## config.mk

```make
export PLATFORM = sky130hd
export DESIGN_NAME = rgb565_to_epaper_packer_top
export DESIGN_NICKNAME = d
export VERILOG_FILES = /design/src/rtl/rtepk_pkg.sv /design/src/rtl/rtepk_front.sv /design/src/rtl/rtepk_fifo.sv /design/src/rtl/rtepk_back.sv /design/src/rtl/rgb565_to_epaper_packer_top.sv
export VERILOG_INCLUDE_DIRS = /design/src /design/src/rtl
export SDC_FILE = /design/constraint.sdc
export NUM_CORES = 1
export LEC_CHECK = 0
export BUFFER_PORTS_ARGS = -buffer_cell sky130_fd_sc_hd__buf_2
export CAP_MARGIN = 15
export CORE_MARGIN = 3
export CORE_UTILIZATION = 50
export DETAILED_ROUTE_END_ITERATION = 12
export GPL_ROUTABILITY_DRIVEN = 0
export PLACE_DENSITY = 0.7
export SLEW_MARGIN = 20
export SYNTH_ARGS = -nofsm -noshare
export SYNTH_HDL_FRONTEND = slang
export SYNTH_SLANG_ARGS = --single-unit
```

## constraint.sdc

```tcl
create_clock -name clk -period 11.6 [get_ports clk]
set_clock_uncertainty 0.05 [all_clocks]
set_input_delay 0.58 -clock clk [delete_from_list [all_inputs] [get_ports clk]]
set_output_delay 0.58 -clock clk [all_outputs]
set_load 0.02 [all_outputs]
```

## src/rtl/rgb565_to_epaper_packer_top_assert.svh

```systemverilog
// ----------------------------------------------------------------------------
// RGB565 to e-paper packer assertion macros
// Shared concurrent assertion forms used by the packer RTL.
// ----------------------------------------------------------------------------
`ifndef RGB565_TO_EPAPER_PACKER_TOP_ASSERT_SVH
`define RGB565_TO_EPAPER_PACKER_TOP_ASSERT_SVH

// Consequent must hold in the same cycle as the antecedent.
`define RTEPK_ASSERT_IMPL(label, clk_s, rstn_s, ante, cons) \
  label: assert property (@(posedge clk_s) disable iff (!rstn_s) (ante) |-> (cons)) \
    else $error("rtepk assertion failed");

// Consequent must hold in the cycle after the antecedent.
`define RTEPK_ASSERT_NEXT(label, clk_s, rstn_s, ante, cons) \
  label: assert property (@(posedge clk_s) disable iff (!rstn_s) (ante) |=> (cons)) \
    else $error("rtepk assertion failed");

`endif

```

## src/rtl/rtepk_pkg.sv

```systemverilog
// ----------------------------------------------------------------------------
// RGB565 to e-paper packer package
// Shared constants, palette tables, configuration and queue item types.
// ----------------------------------------------------------------------------
`default_nettype none

package rtepk_pkg;

  localparam int PANEL_WIDTH = 2048;
  localparam int STRIDE_1BPP = PANEL_WIDTH / 8;
  localparam int STRIDE_4BPP = PANEL_WIDTH / 2;
  localparam int STRIDE_W    = $clog2(STRIDE_4BPP + 1);

  localparam int PIX_W  = 16;
  localparam int COL_W  = 12;
  localparam int ROW_W  = 11;
  localparam int XY_W   = 11;
  localparam int ADDR_W = 21;
  localparam int DIST_W = 18;
  localparam int PROD_W = (COL_W + STRIDE_W > ADDR_W) ? COL_W + STRIDE_W : ADDR_W;

  localparam logic [7:0] WHITE_LIMIT = 8'd62;
  localparam logic [7:0] TOP_BIT     = 8'h80;
  localparam logic [7:0] CHAN_FULL   = 8'hFF;

  localparam int CFG_AW  = 5;
  localparam int CFG_DW  = 32;

  localparam int FIFO_DEPTH = 4;
  localparam int FIFO_AW    = $clog2(FIFO_DEPTH);

  typedef enum logic [2:0] {
    REG_DEPTH_MODE    = 3'd0,
    REG_REGION_WIDTH  = 3'd1,
    REG_REGION_HEIGHT = 3'd2,
    REG_REGION_X      = 3'd3,
    REG_REGION_Y      = 3'd4
  } reg_idx_t;

  typedef logic [3:0] code_t;

  localparam int PAL_SIZE = 6;
  // White, green, red, yellow, blue, black.
  localparam code_t      PAL_CODE  [PAL_SIZE] = '{4'h0, 4'h2, 4'h6, 4'hB, 4'hD, 4'hF};
  localparam logic [7:0] PAL_RED   [PAL_SIZE] = '{8'd255, 8'd0, 8'd255, 8'd255, 8'd0, 8'd0};
  localparam logic [7:0] PAL_GREEN [PAL_SIZE] = '{8'd255, 8'd255, 8'd0, 8'd255, 8'd0, 8'd0};
  localparam logic [7:0] PAL_BLUE  [PAL_SIZE] = '{8'd255, 8'd0, 8'd0, 8'd0, 8'd255, 8'd0};

  typedef struct packed {
    logic              depth_mode;
    logic [COL_W-1:0]  region_width;
    logic [COL_W-1:0]  region_height;
    logic [XY_W-1:0]   region_x;
    logic [XY_W-1:0]   region_y;
  } cfg_t;

  typedef struct packed {
    logic              depth_mode;
    logic [2:0]        pos;
    logic              emit;
    logic              last;
    code_t             code;
    logic [ADDR_W-1:0] addr;
  } item_t;

  typedef logic [15:0] sq_t;
  typedef sq_t sq32_t [32];
  typedef sq_t sq64_t [64];

  // Squared distance of a widened 5-bit channel to zero or to full scale.
  function automatic sq32_t build_sq5(input bit hi);
    sq32_t t;
    int    v;
    for (int i = 0; i < 32; i++) begin
      v = (i << 3) | (i >> 2);
      if (hi) begin
        v = 255 - v;
      end
      t[i] = 16'(v * v);
    end
    return t;
  endfunction

  // Squared distance of a widened 6-bit channel to zero or to full scale.
  function automatic sq64_t build_sq6(input bit hi);
    sq64_t t;
    int    v;
    for (int i = 0; i < 64; i++) begin
      v = (i << 2) | (i >> 4);
      if (hi) begin
        v = 255 - v;
      end
      t[i] = 16'(v * v);
    end
    return t;
  endfunction

  localparam sq32_t SQ5_LO = build_sq5(1'b0);
  localparam sq32_t SQ5_HI = build_sq5(1'b1);
  localparam sq64_t SQ6_LO = build_sq6(1'b0);
  localparam sq64_t SQ6_HI = build_sq6(1'b1);

endpackage

`default_nettype wire

```

## src/rtl/rtepk_front.sv

```systemverilog
// ----------------------------------------------------------------------------
// Packer front end
// Accepts pixels, tracks row and column position, classifies each pixel and
// computes its byte address, then writes one item per pixel into the queue.
// ----------------------------------------------------------------------------
`default_nettype none
`include "rgb565_to_epaper_packer_top_assert.svh"

module rtepk_front (
  input  logic                           clk,
  input  logic                           rst_n,
  input  rtepk_pkg::cfg_t                cfg_i,
  input  logic                           push_i,
  input  logic [rtepk_pkg::PIX_W-1:0]    pixel_i,
  output logic                           full_o,
  output logic                           fifo_wr_o,
  output rtepk_pkg::item_t               fifo_item_o,
  input  logic                           fifo_full_i
);
  import rtepk_pkg::*;

  logic              accept;
  logic              advance;
  logic [COL_W-1:0]  col_r, col_nxt, col_inc;
  logic [ROW_W-1:0]  row_r, row_nxt;
  logic [2:0]        pos;
  logic              row_end;
  logic              emit;
  logic              last;
  logic [4:0]        r5, b5;
  logic [5:0]        g6;
  logic [7:0]        lum;
  logic              white;
  logic [DIST_W-1:0] pal_dist [PAL_SIZE];
  logic [COL_W-1:0]  ysum;
  logic [COL_W-1:0]  colb;

  logic              s1_vld_r, s1_vld_nxt;
  logic              s1_mode_r;
  logic [2:0]        s1_pos_r;
  logic              s1_emit_r;
  logic              s1_last_r;
  logic              s1_white_r;
  logic [DIST_W-1:0] s1_dist_r [PAL_SIZE];
  logic [COL_W-1:0]  s1_ysum_r;
  logic [COL_W-1:0]  s1_colb_r;

  code_t             best_code;
  logic [DIST_W-1:0] near_dist;
  logic [STRIDE_W-1:0] stride;
  logic [PROD_W-1:0] prod;
  logic [PROD_W-1:0] addr_sum;

  assign advance = !s1_vld_r || !fifo_full_i;
  assign full_o  = s1_vld_r && fifo_full_i;
  assign accept  = push_i && !full_o;

  // Position of the incoming pixel within its byte and row.
  always_comb begin
    col_inc = col_r + 1'b1;
    row_end = (col_inc == cfg_i.region_width);
    pos     = cfg_i.depth_mode ? {2'b00, col_r[0]} : col_r[2:0];
    emit    = (cfg_i.depth_mode ? col_r[0] : (&col_r[2:0])) || row_end;
    last    = row_end && (({1'b0, row_r} + 1'b1) == cfg_i.region_height);
    if (emit && row_end) begin
      col_nxt = '0;
      row_nxt = last ? '0 : row_r + 1'b1;
    end else begin
      col_nxt = col_inc;
      row_nxt = row_r;
    end
  end

  // Threshold sum and palette distances. Palette channels are either fully
  // off or fully on, so each channel term is one of two table entries.
  always_comb begin
    r5    = pixel_i[15:11];
    g6    = pixel_i[10:5];
    b5    = pixel_i[4:0];
    lum   = {2'b00, r5, 1'b0} + {2'b00, g6} + {3'b000, b5};
    white = (lum > WHITE_LIMIT);
    for (int i = 0; i < PAL_SIZE; i++) begin
      pal_dist[i] = DIST_W'((PAL_RED[i] == CHAN_FULL) ? SQ5_HI[r5] : SQ5_LO[r5])
                  + DIST_W'((PAL_GREEN[i] == CHAN_FULL) ? SQ6_HI[g6] : SQ6_LO[g6])
                  + DIST_W'((PAL_BLUE[i] == CHAN_FULL) ? SQ5_HI[b5] : SQ5_LO[b5]);
    end
  end

  // Address terms: panel row and byte column.
  always_comb begin
    ysum = {1'b0, cfg_i.region_y} + {1'b0, row_r};
    if (cfg_i.depth_mode) begin
      colb = {2'b00, cfg_i.region_x[XY_W-1:1]} + {1'b0, col_r[COL_W-1:1]};
    end else begin
      colb = {4'h0, cfg_i.region_x[XY_W-1:3]} + {3'b000, col_r[COL_W-1:3]};
    end
  end

  always_comb begin
    if (advance) begin
      s1_vld_nxt = accept;
    end else begin
      s1_vld_nxt = s1_vld_r;
    end
  end

  always_ff @(posedge clk) begin
    if (!rst_n) begin
      col_r    <= '0;
      row_r    <= '0;
      s1_vld_r <= 1'b0;
    end else begin
      s1_vld_r <= s1_vld_nxt;
      if (accept) begin
        col_r <= col_nxt;
        row_r <= row_nxt;
      end
    end
  end

  always_ff @(posedge clk) begin
    if (accept) begin
      s1_mode_r  <= cfg_i.depth_mode;
      s1_pos_r   <= pos;
      s1_emit_r  <= emit;
      s1_last_r  <= last;
      s1_white_r <= white;
      s1_dist_r  <= pal_dist;
      s1_ysum_r  <= ysum;
      s1_colb_r  <= colb;
    end
  end

  // Nearest palette entry; a strict compare keeps the earliest entry on ties.
  always_comb begin
    best_code = PAL_CODE[0];
    near_dist = s1_dist_r[0];
    for (int i = 1; i < PAL_SIZE; i++) begin
      if (s1_dist_r[i] < near_dist) begin
        near_dist = s1_dist_r[i];
        best_code = PAL_CODE[i];
      end
    end
  end

  always_comb begin
    stride   = s1_mode_r ? STRIDE_W'(STRIDE_4BPP) : STRIDE_W'(STRIDE_1BPP);
    prod     = PROD_W'(s1_ysum_r) * PROD_W'(stride);
    addr_sum = prod + PROD_W'(s1_colb_r);
  end

  assign fifo_wr_o = s1_vld_r && !fifo_full_i;

  always_comb begin
    fifo_item_o.depth_mode = s1_mode_r;
    fifo_item_o.pos        = s1_pos_r;
    fifo_item_o.emit       = s1_emit_r;
    fifo_item_o.last       = s1_last_r;
    fifo_item_o.code       = s1_mode_r ? best_code : {3'b000, s1_white_r};
    fifo_item_o.addr       = addr_sum[ADDR_W-1:0];
  end

  `RTEPK_ASSERT_NEXT(a_row_end_clears_col, clk, rst_n, accept && row_end, col_r == '0)

endmodule

`default_nettype wire

```

## src/rtl/rtepk_fifo.sv

```systemverilog
// ----------------------------------------------------------------------------
// Packer item queue
// Short first-in first-out queue between the front end and the byte builder.
// ----------------------------------------------------------------------------
`default_nettype none
`include "rgb565_to_epaper_packer_top_assert.svh"

module rtepk_fifo (
  input  logic              clk,
  input  logic              rst_n,
  input  logic              wr_i,
  input  rtepk_pkg::item_t  item_i,
  output logic              full_o,
  input  logic              rd_i,
  output logic              vld_o,
  output rtepk_pkg::item_t  item_o
);
  import rtepk_pkg::*;

  item_t              mem_r [FIFO_DEPTH];
  logic [FIFO_AW-1:0] wptr_r, wptr_nxt;
  logic [FIFO_AW-1:0] rptr_r, rptr_nxt;
  logic [FIFO_AW:0]   cnt_r, cnt_nxt;

  assign full_o = (cnt_r == (FIFO_AW+1)'(FIFO_DEPTH));
  assign vld_o  = (cnt_r != '0);
  assign item_o = mem_r[rptr_r];

  always_comb begin
    wptr_nxt = wr_i ? wptr_r + 1'b1 : wptr_r;
    rptr_nxt = rd_i ? rptr_r + 1'b1 : rptr_r;
    cnt_nxt  = cnt_r;
    if (wr_i && !rd_i) begin
      cnt_nxt = cnt_r + 1'b1;
    end else if (rd_i && !wr_i) begin
      cnt_nxt = cnt_r - 1'b1;
    end
  end

  always_ff @(posedge clk) begin
    if (!rst_n) begin
      wptr_r <= '0;
      rptr_r <= '0;
      cnt_r  <= '0;
    end else begin
      wptr_r <= wptr_nxt;
      rptr_r <= rptr_nxt;
      cnt_r  <= cnt_nxt;
    end
  end

  always_ff @(posedge clk) begin
    if (wr_i) begin
      mem_r[wptr_r] <= item_i;
    end
  end

  `RTEPK_ASSERT_IMPL(a_no_overflow, clk, rst_n, wr_i, !full_o)
  `RTEPK_ASSERT_IMPL(a_no_underflow, clk, rst_n, rd_i, vld_o)

endmodule

`default_nettype wire

```

## src/rtl/rtepk_back.sv

```systemverilog
// ----------------------------------------------------------------------------
// Packer byte builder
// Merges classified pixel codes into the byte accumulator and hands finished
// bytes with their addresses to the output register.
// ----------------------------------------------------------------------------
`default_nettype none
`include "rgb565_to_epaper_packer_top_assert.svh"

module rtepk_back (
  input  logic                           clk,
  input  logic                           rst_n,
  input  logic                           fifo_vld_i,
  input  rtepk_pkg::item_t               fifo_item_i,
  output logic                           fifo_rd_o,
  output logic                           empty_o,
  input  logic                           pop_i,
  output logic [7:0]                     byte_value_o,
  output logic [rtepk_pkg::ADDR_W-1:0]   byte_address_o,
  output logic                           last_o
);
  import rtepk_pkg::*;

  logic              slot_free;
  logic [7:0]        code_bits;
  logic [7:0]        acc_new;
  logic [7:0]        acc_r, acc_nxt;
  logic              out_vld_r, out_vld_nxt;
  logic              load_out;
  logic [7:0]        out_byte_r;
  logic [ADDR_W-1:0] out_addr_r;
  logic              out_last_r;

  // A finished byte needs the output register; other pixels only update the
  // accumulator and never wait on the result side.
  assign slot_free = !out_vld_r || pop_i;
  assign fifo_rd_o = fifo_vld_i && (!fifo_item_i.emit || slot_free);
  assign load_out  = fifo_rd_o && fifo_item_i.emit;

  always_comb begin
    if (fifo_item_i.depth_mode) begin
      code_bits = fifo_item_i.pos[0] ? {4'h0, fifo_item_i.code} : {fifo_item_i.code, 4'h0};
    end else begin
      code_bits = fifo_item_i.code[0] ? (TOP_BIT >> fifo_item_i.pos) : 8'h00;
    end
    acc_new = acc_r | code_bits;

    acc_nxt = acc_r;
    if (fifo_rd_o) begin
      acc_nxt = fifo_item_i.emit ? 8'h00 : acc_new;
    end

    if (load_out) begin
      out_vld_nxt = 1'b1;
    end else if (pop_i) begin
      out_vld_nxt = 1'b0;
    end else begin
      out_vld_nxt = out_vld_r;
    end
  end

  always_ff @(posedge clk) begin
    if (!rst_n) begin
      acc_r     <= '0;
      out_vld_r <= 1'b0;
    end else begin
      acc_r     <= acc_nxt;
      out_vld_r <= out_vld_nxt;
    end
  end

  always_ff @(posedge clk) begin
    if (load_out) begin
      out_byte_r <= acc_new;
      out_addr_r <= fifo_item_i.addr;
      out_last_r <= fifo_item_i.last;
    end
  end

  assign empty_o        = !out_vld_r;
  assign byte_value_o   = out_byte_r;
  assign byte_address_o = out_addr_r;
  assign last_o         = out_last_r;

  `RTEPK_ASSERT_IMPL(a_last_is_emit, clk, rst_n, fifo_vld_i && fifo_item_i.last,
                     fifo_item_i.emit)
  `RTEPK_ASSERT_NEXT(a_acc_cleared, clk, rst_n, load_out, acc_r == '0)

endmodule

`default_nettype wire

```

## src/rtl/rgb565_to_epaper_packer_top.sv

```systemverilog
// The pixel completing a byte passes the front register, then the queue, before the byte is
// loaded into the output register that drives the result ports.
// Throughput is one pixel per cycle while full is low; a four-entry queue and the output
// register absorb stalls, and full rises only when the front register and the queue are
// both occupied. Synchronous active-low reset clears position counters, accumulator and
// queue, and loads the register defaults; no clearing pass is needed.
// ----------------------------------------------------------------------------
// RGB565 to e-paper packer top level
// Configuration registers, front end, item queue and byte builder.
// ----------------------------------------------------------------------------
`default_nettype none

module rgb565_to_epaper_packer_top (
  input  logic                           clk,
  input  logic                           rst_n,
  input  logic                           psel,
  input  logic                           penable,
  input  logic                           pwrite,
  input  logic [rtepk_pkg::CFG_AW-1:0]   paddr,
  input  logic [rtepk_pkg::CFG_DW-1:0]   pwdata,
  output logic [rtepk_pkg::CFG_DW-1:0]   prdata,
  output logic                           pready,
  input  logic                           push,
  input  logic [rtepk_pkg::PIX_W-1:0]    in_pixel,
  output logic                           full,
  input  logic                           pop,
  output logic                           empty,
  output logic [7:0]                     out_byte_value,
  output logic [rtepk_pkg::ADDR_W-1:0]   out_byte_address,
  output logic                           out_last_of_region
);
  import rtepk_pkg::*;

  cfg_t     cfg_r;
  reg_idx_t reg_idx;
  logic     cfg_wr;

  logic     fifo_wr;
  item_t    fifo_wr_item;
  logic     fifo_full;
  logic     fifo_rd;
  logic     fifo_vld;
  item_t    fifo_rd_item;

  assign pready  = 1'b1;
  assign cfg_wr  = psel && penable && pwrite && pready;
  assign reg_idx = reg_idx_t'(paddr[CFG_AW-1:2]);

  always_ff @(posedge clk) begin
    if (!rst_n) begin
      cfg_r.depth_mode    <= 1'b0;
      cfg_r.region_width  <= COL_W'(2048);
      cfg_r.region_height <= COL_W'(1);
      cfg_r.region_x      <= '0;
      cfg_r.region_y      <= '0;
    end else if (cfg_wr) begin
      case (reg_idx)
        REG_DEPTH_MODE:    cfg_r.depth_mode    <= pwdata[0];
        REG_REGION_WIDTH:  cfg_r.region_width  <= pwdata[COL_W-1:0];
        REG_REGION_HEIGHT: cfg_r.region_height <= pwdata[COL_W-1:0];
        REG_REGION_X:      cfg_r.region_x      <= pwdata[XY_W-1:0];
        REG_REGION_Y:      cfg_r.region_y      <= pwdata[XY_W-1:0];
        default: begin
        end
      endcase
    end
  end

  always_comb begin
    case (reg_idx)
      REG_DEPTH_MODE:    prdata = CFG_DW'(cfg_r.depth_mode);
      REG_REGION_WIDTH:  prdata = CFG_DW'(cfg_r.region_width);
      REG_REGION_HEIGHT: prdata = CFG_DW'(cfg_r.region_height);
      REG_REGION_X:      prdata = CFG_DW'(cfg_r.region_x);
      REG_REGION_Y:      prdata = CFG_DW'(cfg_r.region_y);
      default:           prdata = '0;
    endcase
  end

  rtepk_front u_front (
    .clk         (clk),
    .rst_n       (rst_n),
    .cfg_i       (cfg_r),
    .push_i      (push),
    .pixel_i     (in_pixel),
    .full_o      (full),
    .fifo_wr_o   (fifo_wr),
    .fifo_item_o (fifo_wr_item),
    .fifo_full_i (fifo_full)
  );

  rtepk_fifo u_fifo (
    .clk    (clk),
    .rst_n  (rst_n),
    .wr_i   (fifo_wr),
    .item_i (fifo_wr_item),
    .full_o (fifo_full),
    .rd_i   (fifo_rd),
    .vld_o  (fifo_vld),
    .item_o (fifo_rd_item)
  );

  rtepk_back u_back (
    .clk            (clk),
    .rst_n          (rst_n),
    .fifo_vld_i     (fifo_vld),
    .fifo_item_i    (fifo_rd_item),
    .fifo_rd_o      (fifo_rd),
    .empty_o        (empty),
    .pop_i          (pop),
    .byte_value_o   (out_byte_value),
    .byte_address_o (out_byte_address),
    .last_o         (out_last_of_region)
  );

endmodule

`default_nettype wire
```

==> results of run 1 <==
-- registers in the layout (all words and copies together), names as in the netlist, 2 cells and up, named ones only --
signal	cells
u_front.row_r	11
u_front.s1_ysum_r	12
u_back.byte_address_o	21
u_fifo.rptr_r	2
u_back.acc_r	8
u_front.s1_pos_r	3
u_front.s1_colb_r	12
u_front.col_r	12
u_back.byte_value_o	8
u_fifo.cnt_r	3
u_fifo.mem_r	124
cfg_r	47
u_front.s1_dist_r	105
u_fifo.wptr_r	2
-- through the flow --
stage | hold slack (ps) | util, %
global route | 178 | 55.5
global placement | 412 | 52.8
CTS | 155 | 55.1
floorplan | 356 | -
detailed placement | 422 | 52.8
finish | 191 | 55.5
-- cells in the mapped netlist, drive strengths merged (9+ instances only) --
| cell type | n |
|---|---|
| or3 | 19 |
| a21boi | 64 |
| o31a | 11 |
| or2 | 9 |
| a31oi | 23 |
| buf | 41 |
| o22ai | 17 |
| o211ai | 15 |
| edfxtp | 290 |
| nand4 | 23 |
| o21ai | 198 |
| inv | 164 |
| fa | 17 |
| mux2i | 29 |
| nor3 | 49 |
| nor2b | 58 |
| o211a | 9 |
| xor2 | 55 |
| nand2b | 20 |
| a21o | 52 |
| nand2 | 261 |
| mux4 | 34 |
| and2 | 33 |
| o21a | 50 |
| ha | 352 |
| nor2 | 218 |
| mux2 | 38 |
| a22oi | 15 |
| xnor2 | 158 |
| o21bai | 33 |
| and3 | 15 |
| a211oi | 27 |
| dfxtp | 89 |
| clkbuf | 104 |
| nand3 | 40 |
| a21oi | 262 |
-- cell type report --
class                           instances  area [µm²]
Fill cell                            4893       25300
Clock inverter                         17         165
Inverter                              168         636
Sequential cell                       379       10500
Timing Repair Buffer                  116         688
Clock buffer                           57        1160
Tap cell                              756         946
Multi-Input combinational cell       2337       17500
-- routing by layer --
layer	part of all wire (%)	up-vias
met4	3.2	0
met2	46	947
li1	-	11000
met1	44	11000
met3	7.2	148
met5	0	-
-- worst paths after layout --
path                                       startpoint  slack (ps)  cells past startpoint             endpoint
worst min register to register              cfg_r[11]         420                      2            cfg_r[11]
worst max register to register  u_front.s1_dist_r[77]         520                     50  u_fifo.mem_r[2][23]
worst min-delay path                             push         190                      2     u_front.s1_vld_r
worst max-delay path            u_front.s1_dist_r[77]         520                     50  u_fifo.mem_r[2][23]
-- worst max-delay path, delay by kind of cell (launching register included) --
kind | cells | cell delay, ps
flip-flops | 1 | 460
AND/OR/NAND/NOR | 12 | 1930
multiplexers | 2 | 530
AO/OA/AOI/OAI | 26 | 5740
buffers and inverters | 5 | 800
adder cells (fa/ha/maj) | 5 | 1390
-- power breakdown --
group | leakage [nW] | switching, mW | internal [mW] | total, mW
Clock | 0.643 | 0.534 | 0.746 | 1.28
Combinational | 9.09 | 2.29 | 1.70 | 3.99
Sequential | 3.49 | 0.127 | 1.84 | 1.97
-- timing repair --
| action | CTS | global route |
|---|---|---|
| buffers inserted | 0 | 7 |
| resized for setup | 0 | 32 |
| endpoints found under the setup margin | 0 | 16 |
-- kinds of logic (layout without fill, tap and decap cells) --
logic type	count (synthesis)	in the layout	share of synthesized area, %
AOI/OAI and AO/OA	847	848	18.6
and+or+nand+nor	778	778	12.5
DFF	379	379	36.2
adders and majority gates	370	370	16.4
buffers and inverters	313	358	4.52
xor gates and xnor gates	213	213	6.44
muxes	101	101	5.33
other	2	27	0.0259
==> results summary, run 1 <==
The first-pass GRT wire length is 117 mm. The clock-pin slew reported for the worst setup and hold paths after clock tree synthesis is roughly 60 ps. The slowest stage of the critical path belongs to the cell sky130_fd_sc_hd__a2111oi_4.

The final route contains about 23000 vias. The starting density of the core is between 50 and 60%. The mean number of vias per cell is between 6 and 7.

The total clock buffers created by CTS came out at between 40 and 50. TritonCTS built the clock tree. Summed over all instances, the cell type with the most area after synthesis is sky130_fd_sc_hd__edfxtp_1. Setup violations remaining at the end of the flow were counted as 0. The final cycle utilization of the critical path is between 90% and 100%. The final number of hold-violating endpoints is 0. The fraction of the yosys area taken by sequential cells is a little over a third. Entering global routing, the biggest net connects 82 pins. The relative slew slack came out at 35.1%.

The power density normalized to cell area came out at around 230 mW/mm². The arrival time at the worst endpoint came out at around 11000 ps. The global-route usage over all layers came out at about a quarter. The most common cell after layout, fill and taps aside is sky130_fd_sc_hd__ha_1.

The via count of the first global-routing pass was approximately 22000. Counting along the longest clock path gives a buffer depth of 3. OpenSTA, run right after detailed placement, puts the worst setup slack at around 170 ps. The placement-stage cell area is between 0.02 and 0.03 mm².

The placeable core region came out at 0.0568 mm². The routed wire length is 75.6 mm. The total congestion overflow came out at 0. The floorplan step set the die width to roughly 250 µm. The count of antenna-violating nets left after detailed routing is 0. The final non-filler cell area is between 0.03 and 0.04 mm². The length of the first detailed-routing pass in iterations came out at 6. The number of distinct standard cells referenced by the synthesized netlist is between 90 and 100. The DRC marker count from the first detailed-route iteration is just under 2000. The area growth from synthesis to final layout is 8.85%. The max-slew violation count is 0.

The area enclosed by the die boundary is around 0.061 mm². In the final timing run, aggregate negative setup slack is 0 ps. The count of placed standard cells in the final layout, fillers left out came out at ~3800.

The clock insertion delay at the later pin of the skew report is ~560 ps. The worst setup path is of the flip-flop to flip-flop kind. The deepest level of the CTS H-tree is 2. The clock sink total is roughly 380. The post-synthesis instance area came out at approximately 0.029 mm².

The synthesized instance count came out at around 3000. The cell sitting at the root of the clock tree is a sky130_fd_sc_hd__clkbuf_16. The flow ran to the end, and the final reports show no timing, DRC or antenna violations. The average wire per standard cell is just under 20 µm. The boundary pin count is 125. The post-route worst setup slack is between 500 and 600 ps.

The maximum operating frequency came out at 90.2 MHz. After synthesis, the share of flip-flops with an asynchronous set or reset is 0%. The kind of path behind the tightest hold check is primary input to flip-flop. The type of destination of the critical path is a flip-flop. In the global route stage, met3 resource usage came out at roughly 2.6%.

The maximum fanout count along the critical path is 29. The post-detailed-placement half-perimeter wirelength came out at ~57 mm. The initial antenna violation count came out at 1. The post-synthesis register bit count is between 300 and 400. Of the post-synthesis cell area, the dominant cell type holds a little under a third. In the layout the commonest cells are sky130_fd_sc_hd__ha_1 (351), sky130_fd_sc_hd__edfxtp_1 (290), sky130_fd_sc_hd__nand2_1 (261), sky130_fd_sc_hd__a21oi_1 (261), sky130_fd_sc_hd__nor2_1 (216). The yosys synthesis warning count is 0.

The static leakage power came out at 13.2 nW. The count of buffers from port buffering came out at roughly 80. Counting flops with a built-in enable in the synthesized netlist gives 290. In the global route stage, met1 resource usage came out at 33.5%. The total power consumption of the routed design came out at 7.23 mW. The worst setup path is launched from a flip-flop. The count of hold-fix buffers inserted at cts is 0. The actual slew at the worst max-slew pin is just under 1000 ps.

The ratio of cells with drive above 1 in the final layout came out at 9.92%. The worst path in the final design needs a cycle of ~11000 ps, including I/O delays and setup. The largest stage delay on the critical path came out at 510 ps. The number of cell rows came out at 87. Yosys attributes the largest share of cell area to sky130_fd_sc_hd__edfxtp_1 (30%), sky130_fd_sc_hd__ha_1 (15%), sky130_fd_sc_hd__dfxtp_1 (6.1%). The max-cap violation count is 0. The most used flip-flop cell after synthesis is sky130_fd_sc_hd__edfxtp_1.

The remaining routing DRC violations came out at 0. The final net count is 3472. The per-instance average area after synthesis came out at between 9 and 10 µm². The largest vdd supply drop is approximately 0.18 mV. The routing usage on met2 came out at 39.5%. The global routing stage identified its most utilized layer as met2. Once placement completed, the tool counted placed cells totaling roughly 3700. In this run the vertical extent of the chip is 247 µm.

Data on the critical path is required at its endpoint by 11930 ps. The antenna diode count is 0.
Note: power is estimated with default switching activity, not from simulation.
==> inputs of run 2 (changes only) <==
--- a/config.mk
+++ b/config.mk
@@ -12,7 +12,7 @@
 export CORE_UTILIZATION = 50
 export DETAILED_ROUTE_END_ITERATION = 12
 export GPL_ROUTABILITY_DRIVEN = 0
-export PLACE_DENSITY = 0.7
+export PLACE_DENSITY = 0.76
 export SLEW_MARGIN = 20
 export SYNTH_ARGS = -nofsm -noshare
 export SYNTH_HDL_FRONTEND = slang
==> results summary, run 2 (synthesis results as in run 1) <==
The run finished with clean final reports. The library cell used most frequently in the layout, excluding fill and tap cells, is sky130_fd_sc_hd__ha_1. The remaining routing DRC violations came to 0 (unchanged). The sequential standard cell area is 0.0105 mm² (unchanged). The number of cell rows is 87 (unchanged).

The clock-pin slew reported for the worst setup and hold paths after clock tree synthesis came out at 70 ps (about the same). Ranked by flip-flop count, first place goes to u_fifo.mem_r. The largest vdd supply drop is 0.165 mV (-7.3%).

The core occupancy in the finished layout came out at 55.6% (about the same). The via count came to 22400 (-2.7%). The max-cap violation count came out at 0 (unchanged). The maximum fanout count along the critical path is 15 (-48%). The first-pass GRT wire length came out at 113 mm (-3.7%). The placeable core region came out at 0.0568 mm² (unchanged).

The startpoint class of the critical path is a flip-flop. STA classifies the critical path endpoint as a flip-flop. The power dissipated by switching net loads came to 2.89 mW (-1.9%). The post-route worst setup slack came to 570 ps (+52.4 ps). The average wire per standard cell was 18.8 µm (-4.6%). The total clock buffers created by CTS is 40 (-2.4%). The area growth from synthesis to final layout was 8.96% (about the same).

The actual slew at the worst max-slew pin was 1060 ps (+87.1 ps). The routed wire length is 72.1 mm (-4.6%). The arrival time at the worst endpoint came out at 11360 ps (-60 ps). The largest registers in the layout are u_fifo.mem_r x124, u_front.s1_dist_r x105, cfg_r x47. The library cells used most frequently in the layout, excluding fill and tap cells, are sky130_fd_sc_hd__ha_1 (352), sky130_fd_sc_hd__edfxtp_1 (290), sky130_fd_sc_hd__nand2_1 (261), sky130_fd_sc_hd__a21oi_1 (261), sky130_fd_sc_hd__nor2_1 (214). The number of flip-flops in the largest register came out at 124 (unchanged). The final net count is 3472 (unchanged). The total negative slack is 0 ps (unchanged). The clock sink total was 379 (unchanged). The total congestion overflow came out at 0 (unchanged). The static leakage power came out at 13.2 nW (-0.18%). The cell chosen for the clock root is sky130_fd_sc_hd__clkbuf_16. The largest individual stage delay along the critical path comes from the cell sky130_fd_sc_hd__o41ai_4. The maximum operating frequency is 90.7 MHz (+0.48%).

The largest stage delay on the critical path is 440 ps (-70 ps). The final cycle utilization of the critical path came to 95.1% (-0.45 points). The count of buffers from port buffering was 81 (unchanged). The power share of the sequential group is 27.5% (+0.3 points). The power density normalized to cell area came out at 227 mW/mm² (-0.86%). The internal power is 4.29 mW (about the same). The fraction of power spent switching nets is 40.3% (-0.48 points). The clock insertion delay at the later pin of the skew report was 570 ps (about the same). The number of inserted filler cells in the final layout came out at 4911 (+0.37%). The multi-input logic area is 0.0174 mm² (-0.21%). The DRC marker count from the first detailed-route iteration came out at 1647 (-15%).

TritonCTS built the clock tree. The initial antenna violation count came out at 1 (unchanged). The tightest min-delay check is of the primary input to flip-flop type. The deepest level of the CTS H-tree is 2 (unchanged). The ratio of cells with drive above 1 in the final layout is 9.93% (about the same). The proportion of power drawn by the clock network is 18.4% (+0.7 points). The relative slew slack came out at 28.6% (-6.5 points). The final number of hold-violating endpoints is 0 (unchanged). The starting density of the core came out at 51.0% (unchanged).

The worst hold slack is 187 ps (-3.87 ps). The critical path required time came out at 11930 ps (about the same). The die boundary height is 247 µm (unchanged). The maximum clock insertion buffer count is 3 (unchanged).

The via count of the first global-routing pass is 21200 (-3.8%). The count of endpoints failing setup in the final report came to 0 (unchanged). The global-route usage over all layers came out at 23.3% (-0.89 points). The boundary pin count came out at 125 (unchanged).

The floorplan die width came out at 247 µm (unchanged). The worst setup path is of the flip-flop to flip-flop kind. The share of power burned in combinational logic came out at 54.1% (-1.0 points). The shortest clock period the worst path allows after layout was 11030 ps (-52.4 ps). The mean number of vias per cell is 5.86 (-2.7%). The max-slew violation count came out at 0 (unchanged).

The post-detailed-placement half-perimeter wirelength is 53.6 mm (-6.2%). The length of the first detailed-routing pass in iterations came out at 5 (-1). The worst slack at placement is 27.2 ps (-145 ps). The count of antenna-violating nets left after detailed routing is 0 (unchanged). The total power consumption of the routed design is 7.18 mW (-0.76%). The area enclosed by the die boundary was 0.0609 mm² (unchanged). The maximum number of pins on one net before global-route repair is 87 (+6.1%).
==> run 2: critical path, delay by kind of cell, from the launching register on <==
family / cells / cell delay (ps)
flops: 1 / 390
buf+inv: 5 / 760
fa+ha+maj: 5 / 1490
mux: 2 / 540
compound gates: 21 / 4830
simple gates: 18 / 2760
==> run 2: power groups by stage <==
stage                     combinational, mW  clock [mW]  sequential [mW]
final                                  3.88        1.32             1.97
after global routing                   4.27        1.40             1.99
after CTS                              3.64        1.35             1.97
after detailed placement               3.59           0             1.99
after global placement                 3.50           0             1.98
after floorplan                        2.75           0             2.00
==> run 2: timing repair <==
item	4_1_cts	5_1_grt
pin swaps	1	6
hold buffers	0	0
buffers inserted	0	10
gates cloned	1	0
resized for setup	1	27
endpoints found under the setup margin	8	16
==> run 2: layer usage <==
metal / part of all wire [%] / wire length (µm) / global-route usage, % / vias to the layer above
li1: - / - / - / 11000
met2: 46 / 33000 / 37.8 / 775
met1: 44 / 31600 / 31.8 / 10500
met4: 3.7 / 2680 / 8.55 / 0
met5: 0 / 0 / 0 / -
met3: 6.7 / 4860 / 3.24 / 138
==> run 2: final cells by class <==
class	instances	area share, %
clock buffers	47	3.32
clock inverters	25	1.03
diodes	1	0.00793
repair buffers	117	2.23
well taps	756	3.00
inverters	168	2.01
flip-flops and latches	379	33.2
multi-input cells	2337	55.2
==> run 2: worst paths after layout <==
kind         depth (start not counted)  slack (ps)                   from                  end
max                                 51         570  u_front.s1_dist_r[77]  u_fifo.mem_r[0][23]
min                                  2         190                   push     u_front.s1_vld_r
max reg2reg                         51         570  u_front.s1_dist_r[77]  u_fifo.mem_r[0][23]
min reg2reg                          2         420              cfg_r[11]            cfg_r[11]
==> run 2: through the flow <==
step                instance area [µm²]  std cells
finish                            31600       3830
global placement                  30000       3746
CTS                               31300       3819
global route                      31600       3829
floorplan                         29100       3028
detailed placement                30000       3746
==> inputs of run 3 (changes only) <==
--- a/config.mk
+++ b/config.mk
@@ -6,10 +6,12 @@
 export SDC_FILE = /design/constraint.sdc
 export NUM_CORES = 1
 export LEC_CHECK = 0
+export ABC_AREA = 1
 export BUFFER_PORTS_ARGS = -buffer_cell sky130_fd_sc_hd__buf_2
 export CAP_MARGIN = 15
 export CORE_MARGIN = 3
 export CORE_UTILIZATION = 50
+export CTS_CLUSTER_SIZE = 10
 export DETAILED_ROUTE_END_ITERATION = 12
 export GPL_ROUTABILITY_DRIVEN = 0
 export PLACE_DENSITY = 0.76
==> results summary, run 3 <==
The share of power burned in combinational logic is 52.1% (-2.0 points). Among all flip-flop cells after synthesis, the most frequent one is sky130_fd_sc_hd__edfxtp_1. From synthesis to final layout, the design area changed by 8.53%. The maximum number of pins on one net before global-route repair is 75 (-14%).

The largest registers in the layout are u_fifo.mem_r x124, u_front.s1_dist_r x105, cfg_r x47. The fraction of power spent switching nets came to 43.9% (+3.7 points). The max-slew violation count came out at 0 (unchanged). The fraction of the yosys area taken by sequential cells came out at 37.6% (+1.4 points). The number of cells in the design after placement is 4104 (+9.6%). The beginning of the worst hold path is pwdata[11].

The starting density of the core is 51.2% (+0.19 points). The power dissipated by switching net loads came to 3.07 mW (+6.4%). The clock sink total came out at 379 (unchanged).

The startpoint of the most critical register-to-register path is u_front.s1_dist_r[89]. The antenna diode count came out at 0 (-1). The proportion of power drawn by the clock network is 18.7% (+0.3 points).

The floorplan die width came out at 242 µm (-1.8%). The relative slew slack is 30.9% (+2.3 points). Setup repair after global routing left no endpoint under its margin.

The maximum operating frequency came out at 98.8 MHz (+9.0%). The clock-pin slew reported for the worst setup and hold paths after clock tree synthesis was 60 ps (about the same). The final net count came out at 3841 (+11%). By instance count, the leading cell after synthesis is sky130_fd_sc_hd__nand2_1.

The global-route usage over all layers came to 23.0% (-0.27 points). The count of buffers added by post-CTS timing repair for setup came out at 0 (unchanged). The proportion of netlist area held by the largest area contributor was 31.2% (+1.1 points). The count of endpoints failing setup in the final report is 0 (unchanged). The maximum fanout count along the critical path came out at 38 (+23). The run finished with clean final reports. The buffer and inverter count on the worst path came out at 3 (-2). The type of the worst setup path is flip-flop to flip-flop. The number of cell rows came out at 85 (-2.3%). The count of antenna-violating nets left after detailed routing is 0 (unchanged). In this run the worst setup path begins at u_front.s1_dist_r[89]. The number of distinct standard cells referenced by the synthesized netlist is 61 (-33%). The post-detailed-placement half-perimeter wirelength was 53.0 mm (-1.2%). The maximum clock insertion buffer count is 3 (unchanged).

The per-instance average area after synthesis is 8.31 µm² (-14%). The power density normalized to cell area is 231 mW/mm² (+1.5%). The total congestion overflow is 0 (unchanged). The area enclosed by the die boundary came out at 0.0587 mm² (-3.5%).

The die boundary height came out at 242 µm (-1.8%). The count of buffers from port buffering is 81 (unchanged). The max-cap violation count is 0 (unchanged). Summed over all instances, the cell type with the most area after synthesis is sky130_fd_sc_hd__edfxtp_1.

The post-cts resize count came out at 0 (-1). The static leakage power is 13.7 nW (+3.6%). The worst setup path is launched from a flip-flop. The most common cell after layout, fill and taps aside is sky130_fd_sc_hd__nand2_1. The post-synthesis register bit count is 379 (unchanged). The total negative slack came out at 0 ps (unchanged). The total power consumption of the routed design is 7.00 mW (-2.5%). In the post-synthesis netlist, the biggest area contributors are sky130_fd_sc_hd__edfxtp_1 (31%), sky130_fd_sc_hd__ha_1 (16%), sky130_fd_sc_hd__nand2_1 (6.9%). The length of the first detailed-routing pass in iterations is 7 (+2). Among the stages of the critical path, the cell type that occurs most often is sky130_fd_sc_hd__nand2_1. The clock insertion delay at the later pin of the skew report came to 600 ps (+30 ps).

The largest vdd supply drop is 0.167 mV (+1.7%). The DRC marker count from the first detailed-route iteration came to 2163 (+31%). The multi-input logic area was 0.0155 mm² (-11%). The via count of the first global-routing pass is 21700 (+2.2%). The sequential standard cell area came out at 0.0105 mm² (about the same).

The slack of the worst reg-to-reg path came out at 1480 ps (+910 ps). The average wire per standard cell is 16.8 µm (-11%). The final cycle utilization of the critical path is 87.3% (-7.8 points). The arrival time at the worst endpoint came out at 10390 ps (-970 ps). The count of placed standard cells in the final layout, fillers left out is 4179 (+9.1%). The yosys synthesis warning count was 0 (unchanged). The internal power is 3.92 mW (-8.5%).

The via count came out at 23300 (+4.0%). The first-pass GRT wire length was 111 mm (-1.9%). The remaining routing DRC violations is 0 (unchanged). The cell chosen for the clock root is sky130_fd_sc_hd__clkbuf_16. The total clock buffers created by CTS came to 45 (+13%).

The fraction of registers with async set/reset came out at 0% (unchanged). The actual slew at the worst max-slew pin was 1040 ps (-24.1 ps). The number of inserted filler cells in the final layout is 4857 (-1.1%). By count the netlist is led by sky130_fd_sc_hd__nand2_1 (510), sky130_fd_sc_hd__inv_1 (401), sky130_fd_sc_hd__nor2_1 (363).

The number of flip-flops in the largest register came to 124 (unchanged). The count of flip-flops with a built-in enable after synthesis is 290 (unchanged). The core occupancy in the finished layout is 55.5% (about the same). The post-route worst setup slack is 1480 ps (+907 ps).

More flip-flops sit in one register than any other, and that register is u_fifo.mem_r. The mean number of vias per cell is 5.58 (-4.7%). The worst slack at placement is 1510 ps (+1480 ps). The synthesized instance count came out at 3359 (+12%).

The ratio of cells with drive above 1 in the final layout came to 5.49% (-4.4 points). The placeable core region was 0.0546 mm² (-4.0%). The final number of hold-violating endpoints is 0 (unchanged).

The initial antenna violation count is 1 (unchanged). The final non-filler cell area is 0.0303 mm² (-4.0%). The placement-stage cell area was 0.0289 mm² (-3.4%). The shortest clock period the worst path allows after layout came to 10120 ps (-907 ps).

The clock tree from TritonCTS is done. The worst hold slack came out at 198 ps (+11.0 ps). The largest stage delay on the critical path came out at 620 ps (+180 ps). The post-synthesis instance area came out at 0.0279 mm² (-3.6%).

The power share of the sequential group was 29.2% (+1.7 points). The worst setup path is captured at a flip-flop. The top cell types in the final layout, fill and taps aside, are sky130_fd_sc_hd__nand2_1 (510), sky130_fd_sc_hd__inv_1 (399), sky130_fd_sc_hd__nor2_1 (359).

The critical path required time came out at 11870 ps (-60 ps). The boundary pin count came out at 125 (unchanged). On the critical path the largest part of the delay comes from simple AND/OR/NAND/NOR gates. The deepest level of the CTS H-tree is 2 (unchanged).

The highest-delay cell along the critical path is sky130_fd_sc_hd__nand3_2. The count of hold-fix buffers inserted at cts came out at 0 (unchanged). The tightest min-delay check is of the primary input to flip-flop type. The routed wire length came out at 70.1 mm (-2.8%).
==> run 3: cell count changes after synthesis, moves of 44 or more <==
cell	change
sky130_fd_sc_hd__a21boi_0	-56
sky130_fd_sc_hd__xor2_1	+89
sky130_fd_sc_hd__inv_1	+239
sky130_fd_sc_hd__o21a_1	-44
sky130_fd_sc_hd__a21oi_1	+47
sky130_fd_sc_hd__nand3_1	+69
sky130_fd_sc_hd__xnor2_1	-120
sky130_fd_sc_hd__o21ai_0	+163
sky130_fd_sc_hd__nand2_1	+249
sky130_fd_sc_hd__nor2b_1	-58
sky130_fd_sc_hd__nor2_1	+145
==> run 3: layout make-up <==
type / count / area share [%]
Multi-Input combinational cell: 2482 / 51.1
Sequential cell: 379 / 34.6
Inverter: 411 / 5.10
Clock buffer: 68 / 4.00
Tap cell: 739 / 3.05
Timing Repair Buffer: 93 / 1.63
Clock inverter: 7 / 0.500
==> run 3: tightest hold or removal path, cell delays in order <==
cell and delay (ps):
sky130_fd_sc_hd__buf_2 110, sky130_fd_sc_hd__nand2_1 50, sky130_fd_sc_hd__o211ai_1 70
==> run 3: cell families after synthesis <==
family	after synthesis	synth area share [%]
adder cells (fa/ha/maj)	369	17.0
AND/OR/NAND/NOR	1083	16.0
buffers and inverters	523	7.36
AO/OA/AOI/OAI	820	16.3
flip-flops	379	37.6
other	2	0.0269
multiplexers	1	0.0358
XOR/XNOR	182	5.71
==> run 3: power by group through the flow <==
stage | Sequential (mW) | Clock [mW] | Combinational, mW
6_report | 2.04 | 1.31 | 3.64
3_5_place_dp | 2.06 | 0 | 3.58
5_1_grt | 2.07 | 1.37 | 4.13
2_1_floorplan | 2.08 | 0 | 2.66
4_1_cts | 2.04 | 1.33 | 3.62
3_3_place_gp | 2.06 | 0 | 3.47
==> run 3: metal layers <==
metal  track usage [%]  up-vias  share of wire [%]
li1                  -    11600                  -
met1              31.4    10600                 44
met2              37.5      925                 45
met3              2.93      187                7.2
met4              8.52        2                3.9
met5                 0        -             0.0014
==> run 3: final timing paths <==
path | cells past startpoint | endpoint
max | 48 | u_fifo.mem_r[2][21]
min | 3 | cfg_r[45]
max reg2reg | 48 | u_fifo.mem_r[2][21]
min reg2reg | 2 | u_back.acc_r[4]
